===== config.mk =====
export PLATFORM = sky130hd
export DESIGN_NAME = pgm_to_occupancy_grid_top
export DESIGN_NICKNAME = d
export VERILOG_FILES = /design/src/hw/rtl/pgm_occ_pkg.sv /design/src/hw/rtl/pgm_occ_core.sv /design/src/hw/rtl/pgm_occ_result_fifo.sv /design/src/hw/rtl/pgm_to_occupancy_grid_top.sv
export SDC_FILE = /design/constraint.sdc
export NUM_CORES = 2
export LEC_CHECK = 0
export BUFFER_PORTS_ARGS = -buffer_cell sky130_fd_sc_hd__buf_2
export CELL_PAD_IN_SITES_DETAIL_PLACEMENT = 0
export CELL_PAD_IN_SITES_GLOBAL_PLACEMENT = 2
export CORE_MARGIN = 2
export CORE_UTILIZATION = 42
export DETAILED_ROUTE_END_ITERATION = 10
export GPL_TIMING_DRIVEN = 1
export HOLD_SLACK_MARGIN = 0.08
export PLACE_DENSITY_LB_ADDON = 0.1
export SYNTH_ARGS = -nofsm -noshare
export SYNTH_HDL_FRONTEND = slang
export SYNTH_SLANG_ARGS = --single-unit
export TNS_END_PERCENT = 1

===== constraint.sdc =====
create_clock -name clk_i -period 11.2 [get_ports clk_i]
set_input_delay 1.68 -clock clk_i [delete_from_list [all_inputs] [get_ports clk_i]]
set_output_delay 1.68 -clock clk_i [all_outputs]
set_load 0.01 [all_outputs]

===== src/hw/rtl/pgm_occ_pkg.sv =====
// ----------------------------------------------------------------------------
// pgm_occ_pkg
// Shared types and constants of the PGM (P5) to occupancy grid decoder.
// ----------------------------------------------------------------------------
`default_nettype none

package pgm_occ_pkg;

  // grid limits and number parsing
  localparam logic [49:0] MaxCells    = 50'd16777216;
  localparam logic [24:0] AccSat      = 25'h1FF_FFFF;
  localparam logic [24:0] AccSatDiv10 = AccSat / 25'd10;
  localparam logic [24:0] MaxvalLimit = 25'd255;

  // result queue
  localparam int unsigned FifoDepth = 4;
  localparam int unsigned FifoAw    = $clog2(FifoDepth);

  // configuration register indexes
  localparam logic [1:0] CFG_NEGATE   = 2'd0;
  localparam logic [1:0] CFG_OCC_THR  = 2'd1;
  localparam logic [1:0] CFG_FREE_THR = 2'd2;

  localparam logic [16:0] OccThrReset  = 17'd42598;
  localparam logic [16:0] FreeThrReset = 17'd12845;

  // result kinds
  localparam logic [1:0] KIND_CELL   = 2'd0;
  localparam logic [1:0] KIND_HEADER = 2'd1;
  localparam logic [1:0] KIND_STATUS = 2'd2;

  // status codes
  localparam logic [2:0] ST_OK          = 3'd0;
  localparam logic [2:0] ST_NOT_P5      = 3'd1;
  localparam logic [2:0] ST_BAD_SIZE    = 3'd2;
  localparam logic [2:0] ST_BAD_MAXVAL  = 3'd3;
  localparam logic [2:0] ST_TRUNCATED   = 3'd4;
  localparam logic [2:0] ST_MALFORMED   = 3'd5;

  // cell classes
  localparam logic signed [7:0] CELL_OCCUPIED = 8'sd100;
  localparam logic signed [7:0] CELL_FREE     = 8'sd0;
  localparam logic signed [7:0] CELL_UNKNOWN  = -8'sd1;

  // characters
  localparam logic [7:0] CH_P     = 8'h50;
  localparam logic [7:0] CH_5     = 8'h35;
  localparam logic [7:0] CH_0     = 8'h30;
  localparam logic [7:0] CH_9     = 8'h39;
  localparam logic [7:0] CH_PLUS  = 8'h2B;
  localparam logic [7:0] CH_MINUS = 8'h2D;
  localparam logic [7:0] CH_HASH  = 8'h23;
  localparam logic [7:0] CH_LF    = 8'h0A;
  localparam logic [7:0] CH_TAB   = 8'h09;
  localparam logic [7:0] CH_CR    = 8'h0D;
  localparam logic [7:0] CH_SPACE = 8'h20;

  typedef enum logic [1:0] {
    PH_HDR,
    PH_PIX,
    PH_DONE
  } phase_e;

  typedef enum logic [1:0] {
    MM_NONE,
    MM_P,
    MM_P5,
    MM_BAD
  } magic_e;

  typedef struct packed {
    logic              negate;
    logic [16:0]       occ_thr;
    logic [16:0]       free_thr;
  } cfg_t;

  typedef struct packed {
    logic [1:0]        kind;
    logic [23:0]       cell_index;
    logic signed [7:0] cell_value;
    logic [24:0]       image_width;
    logic [24:0]       image_height;
    logic [2:0]        status;
    logic              last_result;
  } result_t;

  function automatic result_t status_result(logic [2:0] st);
    result_t r;
    r             = '0;
    r.kind        = KIND_STATUS;
    r.status      = st;
    r.last_result = 1'b1;
    return r;
  endfunction

endpackage

`default_nettype wire


===== src/hw/rtl/pgm_occ_core.sv =====
// ----------------------------------------------------------------------------
// pgm_occ_core
// Header tokenizer, size checks and pixel classifier; one byte per cycle while
// fire_i is set, up to two results per byte.
// ----------------------------------------------------------------------------
`default_nettype none

module pgm_occ_core
  import pgm_occ_pkg::*;
(
  input  wire logic           clk_i,
  input  wire logic           rst_ni,
  input  wire cfg_t           cfg_i,
  input  wire logic           fire_i,
  input  wire logic [7:0]     byte_i,
  input  wire logic           eof_i,
  output logic [1:0]          push_n_o,
  output result_t [1:0]       push_data_o
);

  phase_e       phase_q, phase_d;
  magic_e       magic_q, magic_d;
  logic [1:0]   tok_cnt_q, tok_cnt_d;
  logic         in_comment_q, in_comment_d;
  logic         in_token_q, in_token_d;
  logic [24:0]  accum_q, accum_d;
  logic         neg_q, neg_d;
  logic         digit_q, digit_d;
  logic         stop_q, stop_d;
  logic [24:0]  width_q, width_d;
  logic [24:0]  height_q, height_d;
  logic [23:0]  col_q, col_d;
  logic [23:0]  row_base_q, row_base_d;
  logic [24:0]  cells_left_q, cells_left_d;

  logic         is_ws, is_digit, skip_sign, do_finish;
  logic [24:0]  acc_base, tok_val;
  logic [28:0]  acc_x10;
  logic         acc_sat;
  logic [49:0]  cells;
  logic [23:0]  col_inc;
  logic [7:0]   num;
  logic [24:0]  scaled, occ_lim, free_lim;
  logic signed [7:0] cls;
  logic         main_en, fail_en;
  result_t      main_r;
  logic [2:0]   fail_st;

  assign is_ws    = (byte_i == CH_SPACE) || (byte_i >= CH_TAB && byte_i <= CH_CR);
  assign is_digit = (byte_i >= CH_0) && (byte_i <= CH_9);

  // a new token starts its number from zero
  assign acc_base = in_token_q ? accum_q : '0;
  assign acc_x10  = {1'b0, acc_base, 3'b000} + {3'b000, acc_base, 1'b0}
                  + {25'd0, byte_i[3:0]};
  assign acc_sat  = (acc_base > AccSatDiv10) || (acc_x10 > {4'd0, AccSat});

  // width and height are settled before the maxval token can end
  assign cells = width_q * height_q;

  // exact compare of num/255 against thr/65536
  assign num      = cfg_i.negate ? byte_i : (8'd255 - byte_i);
  assign scaled   = {1'b0, num, 16'h0000};
  assign occ_lim  = {cfg_i.occ_thr, 8'h00} - {8'h00, cfg_i.occ_thr};
  assign free_lim = {cfg_i.free_thr, 8'h00} - {8'h00, cfg_i.free_thr};
  assign cls      = (scaled > occ_lim)  ? CELL_OCCUPIED :
                    (scaled < free_lim) ? CELL_FREE : CELL_UNKNOWN;

  always_comb begin
    phase_d      = phase_q;
    magic_d      = magic_q;
    tok_cnt_d    = tok_cnt_q;
    in_comment_d = in_comment_q;
    in_token_d   = in_token_q;
    accum_d      = accum_q;
    neg_d        = neg_q;
    digit_d      = digit_q;
    stop_d       = stop_q;
    width_d      = width_q;
    height_d     = height_q;
    col_d        = col_q;
    row_base_d   = row_base_q;
    cells_left_d = cells_left_q;
    skip_sign    = 1'b0;
    do_finish    = 1'b0;
    tok_val      = '0;
    col_inc      = '0;
    main_en      = 1'b0;
    main_r       = '0;
    fail_en      = 1'b0;
    fail_st      = ST_OK;

    if (fire_i) begin
      case (phase_q)
        PH_HDR: begin
          if (in_comment_q) begin
            if (byte_i == CH_LF) begin
              in_comment_d = 1'b0;
            end
          end else if (is_ws) begin
            do_finish = in_token_q;
          end else if (!in_token_q && byte_i == CH_HASH) begin
            in_comment_d = 1'b1;
          end else begin
            if (!in_token_q) begin
              in_token_d = 1'b1;
              accum_d    = '0;
              digit_d    = 1'b0;
              stop_d     = 1'b0;
              neg_d      = (byte_i == CH_MINUS);
              skip_sign  = (byte_i == CH_PLUS) || (byte_i == CH_MINUS);
              magic_d    = (byte_i == CH_P) ? MM_P : MM_BAD;
            end else begin
              magic_d = (magic_q == MM_P && byte_i == CH_5) ? MM_P5 : MM_BAD;
            end
            if (!skip_sign && !stop_d) begin
              if (is_digit) begin
                accum_d = acc_sat ? AccSat : acc_x10[24:0];
                digit_d = 1'b1;
              end else begin
                stop_d = 1'b1;
              end
            end
            // a token still open at end of file is closed here
            do_finish = eof_i;
          end

          if (do_finish) begin
            in_token_d = 1'b0;
            tok_val    = neg_d ? '0 : accum_d;
            if (tok_cnt_q == 2'd0) begin
              if (magic_d != MM_P5) begin
                fail_en = 1'b1;
                fail_st = ST_NOT_P5;
                phase_d = PH_DONE;
              end else begin
                tok_cnt_d = 2'd1;
              end
            end else if (!digit_d) begin
              fail_en = 1'b1;
              fail_st = ST_MALFORMED;
              phase_d = PH_DONE;
            end else begin
              case (tok_cnt_q)
                2'd1: begin
                  width_d   = tok_val;
                  tok_cnt_d = 2'd2;
                end
                2'd2: begin
                  height_d  = tok_val;
                  tok_cnt_d = 2'd3;
                end
                default: begin
                  if (width_q == '0 || height_q == '0 || cells > MaxCells) begin
                    fail_en = 1'b1;
                    fail_st = ST_BAD_SIZE;
                    phase_d = PH_DONE;
                  end else if (tok_val == '0 || tok_val > MaxvalLimit) begin
                    fail_en = 1'b1;
                    fail_st = ST_BAD_MAXVAL;
                    phase_d = PH_DONE;
                  end else begin
                    main_en             = 1'b1;
                    main_r.kind         = KIND_HEADER;
                    main_r.image_width  = width_q;
                    main_r.image_height = height_q;
                    cells_left_d        = cells[24:0];
                    row_base_d          = cells[23:0] - width_q[23:0];
                    col_d               = '0;
                    phase_d             = PH_PIX;
                  end
                end
              endcase
            end
          end

          if (eof_i) begin
            if (phase_d == PH_HDR) begin
              fail_en = 1'b1;
              fail_st = ST_BAD_SIZE;
              phase_d = PH_DONE;
            end else if (phase_d == PH_PIX) begin
              fail_en = 1'b1;
              fail_st = ST_TRUNCATED;
              phase_d = PH_DONE;
            end
          end
        end

        PH_PIX: begin
          main_en           = 1'b1;
          main_r.kind       = KIND_CELL;
          main_r.cell_index = row_base_q + col_q;
          main_r.cell_value = cls;
          cells_left_d      = cells_left_q - 25'd1;
          col_inc           = col_q + 24'd1;
          // end of a pixel row moves one grid row down
          if ({1'b0, col_inc} >= width_q) begin
            col_d      = '0;
            row_base_d = row_base_q - width_q[23:0];
          end else begin
            col_d = col_inc;
          end
          if (cells_left_d == '0) begin
            fail_en = 1'b1;
            fail_st = ST_OK;
            phase_d = PH_DONE;
          end else if (eof_i) begin
            fail_en = 1'b1;
            fail_st = ST_TRUNCATED;
            phase_d = PH_DONE;
          end
        end

        default: ;
      endcase

      // next byte starts a new file
      if (eof_i) begin
        phase_d      = PH_HDR;
        magic_d      = MM_NONE;
        tok_cnt_d    = '0;
        in_comment_d = 1'b0;
        in_token_d   = 1'b0;
        accum_d      = '0;
        neg_d        = 1'b0;
        digit_d      = 1'b0;
        stop_d       = 1'b0;
        width_d      = '0;
        height_d     = '0;
        col_d        = '0;
        row_base_d   = '0;
        cells_left_d = '0;
      end
    end
  end

  assign push_n_o       = {1'b0, main_en} + {1'b0, fail_en};
  assign push_data_o[0] = main_en ? main_r : status_result(fail_st);
  assign push_data_o[1] = status_result(fail_st);

  always_ff @(posedge clk_i or negedge rst_ni) begin
    if (!rst_ni) begin
      phase_q      <= PH_HDR;
      magic_q      <= MM_NONE;
      tok_cnt_q    <= '0;
      in_comment_q <= 1'b0;
      in_token_q   <= 1'b0;
      accum_q      <= '0;
      neg_q        <= 1'b0;
      digit_q      <= 1'b0;
      stop_q       <= 1'b0;
      width_q      <= '0;
      height_q     <= '0;
      col_q        <= '0;
      row_base_q   <= '0;
      cells_left_q <= '0;
    end else begin
      phase_q      <= phase_d;
      magic_q      <= magic_d;
      tok_cnt_q    <= tok_cnt_d;
      in_comment_q <= in_comment_d;
      in_token_q   <= in_token_d;
      accum_q      <= accum_d;
      neg_q        <= neg_d;
      digit_q      <= digit_d;
      stop_q       <= stop_d;
      width_q      <= width_d;
      height_q     <= height_d;
      col_q        <= col_d;
      row_base_q   <= row_base_d;
      cells_left_q <= cells_left_d;
    end
  end

endmodule

`default_nettype wire


===== src/hw/rtl/pgm_occ_result_fifo.sv =====
// ----------------------------------------------------------------------------
// pgm_occ_result_fifo
// Small result queue: takes up to two results per cycle, hands out one per pop.
// ----------------------------------------------------------------------------
`default_nettype none

module pgm_occ_result_fifo
  import pgm_occ_pkg::*;
(
  input  wire logic           clk_i,
  input  wire logic           rst_ni,
  input  wire logic [1:0]     push_n_i,
  input  wire result_t [1:0]  push_data_i,
  input  wire logic           pop_i,
  output logic                room_o,
  output logic                valid_o,
  output result_t             data_o
);

  result_t             mem_q [FifoDepth];
  logic [FifoAw-1:0]   wp_q, wp_d, rp_q, rp_d;
  logic [FifoAw:0]     cnt_q, cnt_d;

  // room for the worst case of two results from one byte
  assign room_o  = cnt_q <= (FifoAw + 1)'(FifoDepth - 2);
  assign valid_o = cnt_q != '0;
  assign data_o  = mem_q[rp_q];

  assign wp_d  = wp_q + FifoAw'(push_n_i);
  assign rp_d  = rp_q + FifoAw'(pop_i);
  assign cnt_d = cnt_q + (FifoAw + 1)'(push_n_i) - (FifoAw + 1)'(pop_i);

  always_ff @(posedge clk_i) begin
    if (push_n_i != 2'd0) begin
      mem_q[wp_q] <= push_data_i[0];
    end
    if (push_n_i == 2'd2) begin
      mem_q[wp_q + FifoAw'(1)] <= push_data_i[1];
    end
  end

  always_ff @(posedge clk_i or negedge rst_ni) begin
    if (!rst_ni) begin
      wp_q  <= '0;
      rp_q  <= '0;
      cnt_q <= '0;
    end else begin
      wp_q  <= wp_d;
      rp_q  <= rp_d;
      cnt_q <= cnt_d;
    end
  end

endmodule

`default_nettype wire


===== src/hw/rtl/pgm_to_occupancy_grid_top.sv =====
// ----------------------------------------------------------------------------
// pgm_to_occupancy_grid_top
// Decodes a binary PGM (P5) byte stream into occupancy grid cell results.
// ----------------------------------------------------------------------------
//   Input channel (in_valid_i / in_stall_o) carries one file byte per transfer
//   with end_of_file_i set on the last byte of a file. Output channel
//   (out_valid_o / out_stall_i) carries results: one header result once the
//   header checks pass, one cell per pixel byte, and a status result with
//   last_result_o set that closes every file. Bytes after the status result
//   are dropped up to the end-of-file byte.
//   A byte is decoded while it sits in the input register; its results go
//   into the result queue, whose head drives the output channel.
//   One byte per cycle is sustained while the queue has room; a byte that
//   yields a cell plus a status puts two results into the four-entry result
//   queue. The input stalls only while that queue has fewer than two free
//   entries. Holding out_stall_i keeps the current result stable and backs
//   up into in_stall_o. Reset clears the decoder to the start of a file and
//   loads the default thresholds. The user must make configuration writes
//   only while idle (the block does not enforce it); they are kept across files.
// ----------------------------------------------------------------------------
`default_nettype none

module pgm_to_occupancy_grid_top
  import pgm_occ_pkg::*;
(
  input  wire logic              clk_i,
  input  wire logic              rst_ni,
  input  wire logic              cfg_we_i,
  input  wire logic [1:0]        cfg_addr_i,
  input  wire logic [16:0]       cfg_wdata_i,
  input  wire logic              in_valid_i,
  output logic                   in_stall_o,
  input  wire logic [7:0]        data_byte_i,
  input  wire logic              end_of_file_i,
  output logic                   out_valid_o,
  input  wire logic              out_stall_i,
  output logic [1:0]             kind_o,
  output logic [23:0]            cell_index_o,
  output logic signed [7:0]      cell_value_o,
  output logic [24:0]            image_width_o,
  output logic [24:0]            image_height_o,
  output logic [2:0]             status_o,
  output logic                   last_result_o
);

  cfg_t          cfg_q;
  logic          in_vld_q;
  logic [7:0]    byte_q;
  logic          eof_q;
  logic          fifo_room, fire, pop, fifo_valid;
  logic [1:0]    push_n;
  result_t [1:0] push_data;
  result_t       head;

  always_ff @(posedge clk_i or negedge rst_ni) begin
    if (!rst_ni) begin
      cfg_q.negate   <= 1'b0;
      cfg_q.occ_thr  <= OccThrReset;
      cfg_q.free_thr <= FreeThrReset;
    end else if (cfg_we_i) begin
      case (cfg_addr_i)
        CFG_NEGATE:   cfg_q.negate   <= cfg_wdata_i[0];
        CFG_OCC_THR:  cfg_q.occ_thr  <= cfg_wdata_i;
        CFG_FREE_THR: cfg_q.free_thr <= cfg_wdata_i;
        default: ;
      endcase
    end
  end

  // input register
  assign fire       = in_vld_q & fifo_room;
  assign in_stall_o = in_vld_q & ~fifo_room;

  always_ff @(posedge clk_i or negedge rst_ni) begin
    if (!rst_ni) begin
      in_vld_q <= 1'b0;
    end else if (in_valid_i && !in_stall_o) begin
      in_vld_q <= 1'b1;
    end else if (fire) begin
      in_vld_q <= 1'b0;
    end
  end

  always_ff @(posedge clk_i) begin
    if (in_valid_i && !in_stall_o) begin
      byte_q <= data_byte_i;
      eof_q  <= end_of_file_i;
    end
  end

  pgm_occ_core u_core (
    .clk_i       (clk_i),
    .rst_ni      (rst_ni),
    .cfg_i       (cfg_q),
    .fire_i      (fire),
    .byte_i      (byte_q),
    .eof_i       (eof_q),
    .push_n_o    (push_n),
    .push_data_o (push_data)
  );

  assign pop = fifo_valid & ~out_stall_i;

  pgm_occ_result_fifo u_fifo (
    .clk_i       (clk_i),
    .rst_ni      (rst_ni),
    .push_n_i    (push_n),
    .push_data_i (push_data),
    .pop_i       (pop),
    .room_o      (fifo_room),
    .valid_o     (fifo_valid),
    .data_o      (head)
  );

  assign out_valid_o    = fifo_valid;
  assign kind_o         = head.kind;
  assign cell_index_o   = head.cell_index;
  assign cell_value_o   = head.cell_value;
  assign image_width_o  = head.image_width;
  assign image_height_o = head.image_height;
  assign status_o       = head.status;
  assign last_result_o  = head.last_result;

endmodule

`default_nettype wire


* After elaboration in Yosys (flattened, before gate mapping)
Memories as Yosys holds them, arrays and structs flattened.
Index checks and enable logic that the tools add are counted.
** Storage, ports and cells
- Flip-flop bits (word level) :: 211
- Memory bits (writable) :: 352
- Logic and storage cells :: 333
- Memories :: 1
** Memories
- u_fifo.mem_q :: depth 4, bits a word 88, read ports 1, clocked after memory_dff 0, wr ports 2, RTL line pgm_occ_result_fifo.sv:20 : result_t mem_q [FifoDepth];
** Cells by class
- Add/subtract/negate cells :: 16
- Multiply operators :: 1
- $lt $le $gt $ge :: 12
- Eq/ne operators :: 32
- Muxes and demuxes :: 195
- Bitwise operators :: 5
- Reduce and logical (&&, ||, !) cells :: 48
** Operator list (number)
- $mux W25 :: 31
- $mux W24 :: 16
- $mux W50 :: 7
- $logic_not A25 Y1 :: 4
- $pmux W24 S2 :: 2
- $mux W88 :: 1
- $mux W84 :: 1
- $mux W1 :: 83
- $mux W2 :: 33
- $gt A50 B25 Y1 const B :: 1
- $mul A25 B25 Y50 :: 1
- $pmux W25 S2 :: 1
- $sub A25 B17 Y25 :: 2
- $sub A24 B24 Y24 :: 2
- $eq A8 B6 Y1 const B :: 5
- $mux W3 :: 11
- $mux W32 :: 1
- $add A28 B26 Y29 :: 1
- $add A29 B4 Y29 :: 1
- $gt A29 B25 Y1 const B :: 1
- $ge A24 B25 Y1 :: 1
- $gt A24 B25 Y1 :: 1
- $gt A25 B22 Y1 const B :: 1
- $gt A25 B8 Y1 const B :: 1
- other kinds (43) :: 100

* Logic depth before layout (Yosys ltp)
- Depth after elaboration :: 37
- Depth in mapped cells :: 41

* Hierarchy
Synthesis repeated with hierarchy kept, for this count alone.
** Second synthesis, totals
- Cell total of the unflattened synthesis :: 5679
- Area, all modules :: 57390.0 sq um
** Modules (own cells, without submodules)
- pgm_occ_core :: instances 1, cells an instance 4699, area each 38363.0 sq um, sequential area each 3978.8 sq um
- pgm_occ_result_fifo :: instances 1, cells an instance 889, area each 17262.8 sq um, sequential area each 10745.3 sq um
- pgm_to_occupancy_grid_top :: instances 1, cells an instance 91, area each 1764.2 sq um, sequential area each 1189.9 sq um

* Least setup slack after synthesis
OpenSTA, ideal clock, no wires.
- Path kind :: register to register
- Start :: reg u_core.width_q[11]
- End :: mem u_fifo.mem_q[0][1] (netlist name) (enable)
- Library setup time :: 0.265 ns
- Arrival :: 9.659 ns
- Slack :: 1.277 ns
- Cell stages (with the launch flop) :: 37
- Path buffers :: 5
- Clock period less this slack :: 9.923 ns
- Path through :: dfrtp_1 clkbuf_1 nand2_1 fa_1 inv_1 fa_1 inv_1 fa_1 inv_1 fa_1 ha_1 fa_1 inv_1 fa_1 inv_1 ha_1 and2_1 and3_1 a21boi_1 or4_1 a211oi_1 xor2_1 nand4b_1 or4_1 or4b_1 a2111oi_0 a41oi_1 o21ai_0 and3b_1 ha_1 clkbuf_1 or3_1 clkbuf_1 and2_1 clkbuf_1 clkbuf_1 inv_1
** RTL lines
- start: declaration :: RTL line pgm_occ_core.sv:30 : logic [24:0] width_q, width_d;
- start signal: assignment :: RTL line pgm_occ_core.sv:268 : width_q <= width_d;
- end: declaration :: RTL line pgm_occ_result_fifo.sv:20

==> results by group <==
Timing
  – Period utilization: 0.966
  – Hold Violations, Final: 0
  – Fmax achieved: 92.4 MHz
  – Worst-margin pin slew: 1.06 ns
  – Final WS setup: 0.382 ns
  – Final slew viol count: 0
  – Max-slew headroom: 0.288
  – Min Tclk post-route: around 11 ns
  – Final setup TNS: 0 ns
  – Hold slack: 0.448 ns
  – Final setup vio count: 0
  – RSZ-0062 raised after global routing: no
  – Post-Route Skew: 0.0331 ns

Routing
  – Drt wl/cell: between 20 and 25 um
  – Drt initial violations: 2527
  – TritonRoute pass-1 iters: 5
  – Routed Antenna Nets: 0
  – DRC viols: 0
  – DR vias: 39400
  – Vias per inst: 5.51
  – Routed WL: ~160 mm

Clocking
  – Clock-pin slew on the worst setup and hold paths: 0.06 ns
  – H-tree Lvls: 3
  – Clock Tree Buf Depth: 3
  – Clock latency on the worst-skew pair: around 0.66 ns
  – Sink Count: 535
  – TritonCTS clock tree: done
  – Cts bufs inserted: 69
  – CTS root buf: clkbuf_16
  – Hold buffers post-CTS: 0

Synth
  – Top cells by area, synth: fa_1 (21%), dfxtp_1 (12%), dfrtp_1 (9.2%), ha_1 (8.8%), inv_1 (5.5%)
  – Ys flop type: dfxtp_1
  – Sequential share of the synthesized area: 0.236
  – Cell count after synthesis: 5472
  – #FFs+latches synth: 535
  – Syn_area_per_cell: 9.25 um^2
  – EDFF count, synth: 21
  – Synth top area share: 0.210
  – Synth area leader: fa_1
  – Synthesized cell area: approximately 0.051 mm^2
  – Syn_nets: approximately 6400
  – Synth warn: 0
  – Synth cell types: 91
  – Ys async rst share: 0.378

Critical path
  – Slowest stage delay, CP: approximately 0.64 ns
  – CP Class: register to register
  – CP dominant cell by count: fa_1
  – Endpoint arrival time on the critical path: 11.35 ns
  – Max FO, Critical Path: 51
  – Startpoint types: register
  – Critical path's slowest cell: fa_1
  – Crit. End Element: register
  – Required @ worst endpoint: 11.73 ns

Cells and area
  – Core Util, Final: 0.467
  – Filler cells: 11600
  – Cell area after layout: around 0.056 mm^2
  – Multi-input gate area: 0.0346 mm^2
  – Cell Count, Final, Fillers Out: 7156
  – Share of layout cells above drive strength 1: 0.108
  – Synthesis-to-finish area growth: 10.4%
  – Reg area: around 0.012 mm^2
  – Layout Nets: 6408

Floorplan
  – Initial Util: 0.423
  – Ports: approximately 120
  – Die area: 0.123 mm^2
  – Rows: 127
  – Core Area: 0.120 mm^2
  – Die Width: approximately 350 um
  – Chip height: 351 um

Global routing
  – Number of global-route vias before repair: 40300
  – Global-route wire length before repair: 250 mm
  – Initial antenna violation count: 3
  – Largest net degree at the start of global routing: a little under 90
  – Grt ovf: 0
  – Total GRT Usage: 0.263

Placement
  – HPWL after DPL: 122 mm
  – GP Congestion: 0.876
  – Post-Place Cells: 7029
  – Cell Area, Placed: ~0.053 mm^2
  – I/O Buffers: approximately 120
  – Place WS: 0.216 ns

Power and ir drop
  – Leak pwr: 26.3 nW
  – Cell area power density: ~120 mW/mm^2
  – Total Power: 6.49 mW
  – Peak supply drop: 0.0993 mV

Status
  – Status: complete, no violations

Min path
  – HP Class: register to register

Flow run
  – Max Cap Viol: 0
-- area by class of cell --
| class | count | area share |
|---|---|---|
| clock buffers | 95 | 0.0362 |
| multi-input cells | 3869 | 0.620 |
| clock inverters | 29 | 0.00791 |
| repair buffers | 278 | 0.0362 |
| well taps | 1612 | 0.0361 |
| inverters | 737 | 0.0495 |
| diodes | 1 | 0.0000448 |
| flip-flops and latches | 535 | 0.214 |
-- routing by layer --
metal	track usage	part of all wire	vias to the layer above
met4	0.0537	0.019	0
met3	0.0391	0.056	161
met2	0.407	0.44	945
met5	0	0	-
li1	-	-	18400
met1	0.389	0.48	19900
-- synthesized netlist by cell type (all sizes together) (23+ instances only) --
cell type	instances
inv	737
nand2	657
fa	531
and2	358
ha	354
dfxtp	312
clkbuf	269
a22o	257
a21oi	204
o21ai	191
dfrtp	187
nor2	184
xnor2	116
nor3	91
nand3	88
mux4	81
mux2	71
buf	62
a21o	56
o31ai	46
xor2	43
nor4	40
or3	36
a31oi	34
nand4	30
nor2b	30
and3	28
mux2i	27
o21a	24
a211oi	23
-- critical path, delay by kind of cell, from the launching register on --
kind | cells | cell delay [ns]
buffers and inverters | 8 | 1.18
DFF | 1 | 0.60
adders and majority gates | 9 | 3.89
xor gates and xnor gates | 1 | 0.27
AOI/OAI and AO/OA | 8 | 2.20
and+or+nand+nor | 8 | 2.50
-- kinds of logic (layout without fill, tap and decap cells) --
logic type | count (synthesis) | in the layout | share of synthesized area
adders and majority gates | 885 | 885 | 0.298
DFF | 535 | 535 | 0.236
buffers and inverters | 1068 | 1139 | 0.0809
xor gates and xnor gates | 160 | 160 | 0.0280
and+or+nand+nor | 1633 | 1633 | 0.159
other | 0 | 1 | 0
muxes | 179 | 179 | 0.0572
AOI/OAI and AO/OA | 1012 | 1012 | 0.141
-- power by group --
part	switching [mW]	total (mW)	internal, mW
clock	0.975	2.40	1.43
sequential	0.179	2.22	2.04
combinational	1.17	1.87	0.694
total	2.33	6.49	4.16
-- cells in the final DEF, fill, tap and decap left out, drive strengths merged, types with 17 or more instances in the layout --
cell	instances
dfrtp	187
nor3	91
xor2	43
nand3	88
nor2b	30
nand2	657
o21a	24
a211oi	23
o21bai	20
mux2	71
inv	744
or3	36
nand2b	21
o211ai	18
nor2	184
o31ai	46
a22o	257
nand4	30
ha	354
and2	358
fa	531
a31oi	34
nor4	40
a21o	56
a221o	17
mux2i	27
and3	28
xnor2	116
a21oi	204
clkbuf	96
dfxtp	312
o21ai	191
buf	277
edfxtp	21
mux4	81
-- path summary, 6_finish.rpt --
path / start / endpoint / slack [ns] / depth (start not counted)
max: u_core.height_q[1] / u_fifo.mem_q[2][29] / 0.38 / 34
min reg2reg: u_fifo.mem_q[0][64] / u_fifo.mem_q[0][64] / 0.45 / 2
min in group asynchronous: rst_ni / u_fifo.rp_q[1] / 1.02 / 1
max in group asynchronous: rst_ni / cfg_q[21] / 8.69 / 2
max reg2reg: u_core.height_q[1] / u_fifo.mem_q[2][29] / 0.38 / 34
min: u_fifo.mem_q[0][64] / u_fifo.mem_q[0][64] / 0.45 / 2
-- flip-flops by register name, indices dropped and copies added, names as in the netlist, 2 cells and up --
name	flops
u_fifo.mem_q	324
cfg_q	35
u_core.accum_q	25
u_core.cells_left_q	25
u_core.height_q	25
u_core.width_q	25
u_core.col_q	24
u_core.row_base_q	24
byte_q	8
u_fifo.cnt_q	3
u_core.magic_q	2
u_core.phase_q	2
u_core.tok_cnt_q	2
u_fifo.rp_q	2
u_fifo.wp_q	2
-- repair_timing --
item                                    CTS  global route
gates resized for setup                   0            11
buffers inserted                          0             2
endpoints found under the setup margin    0           336
(Power assumes the default switching activity.)
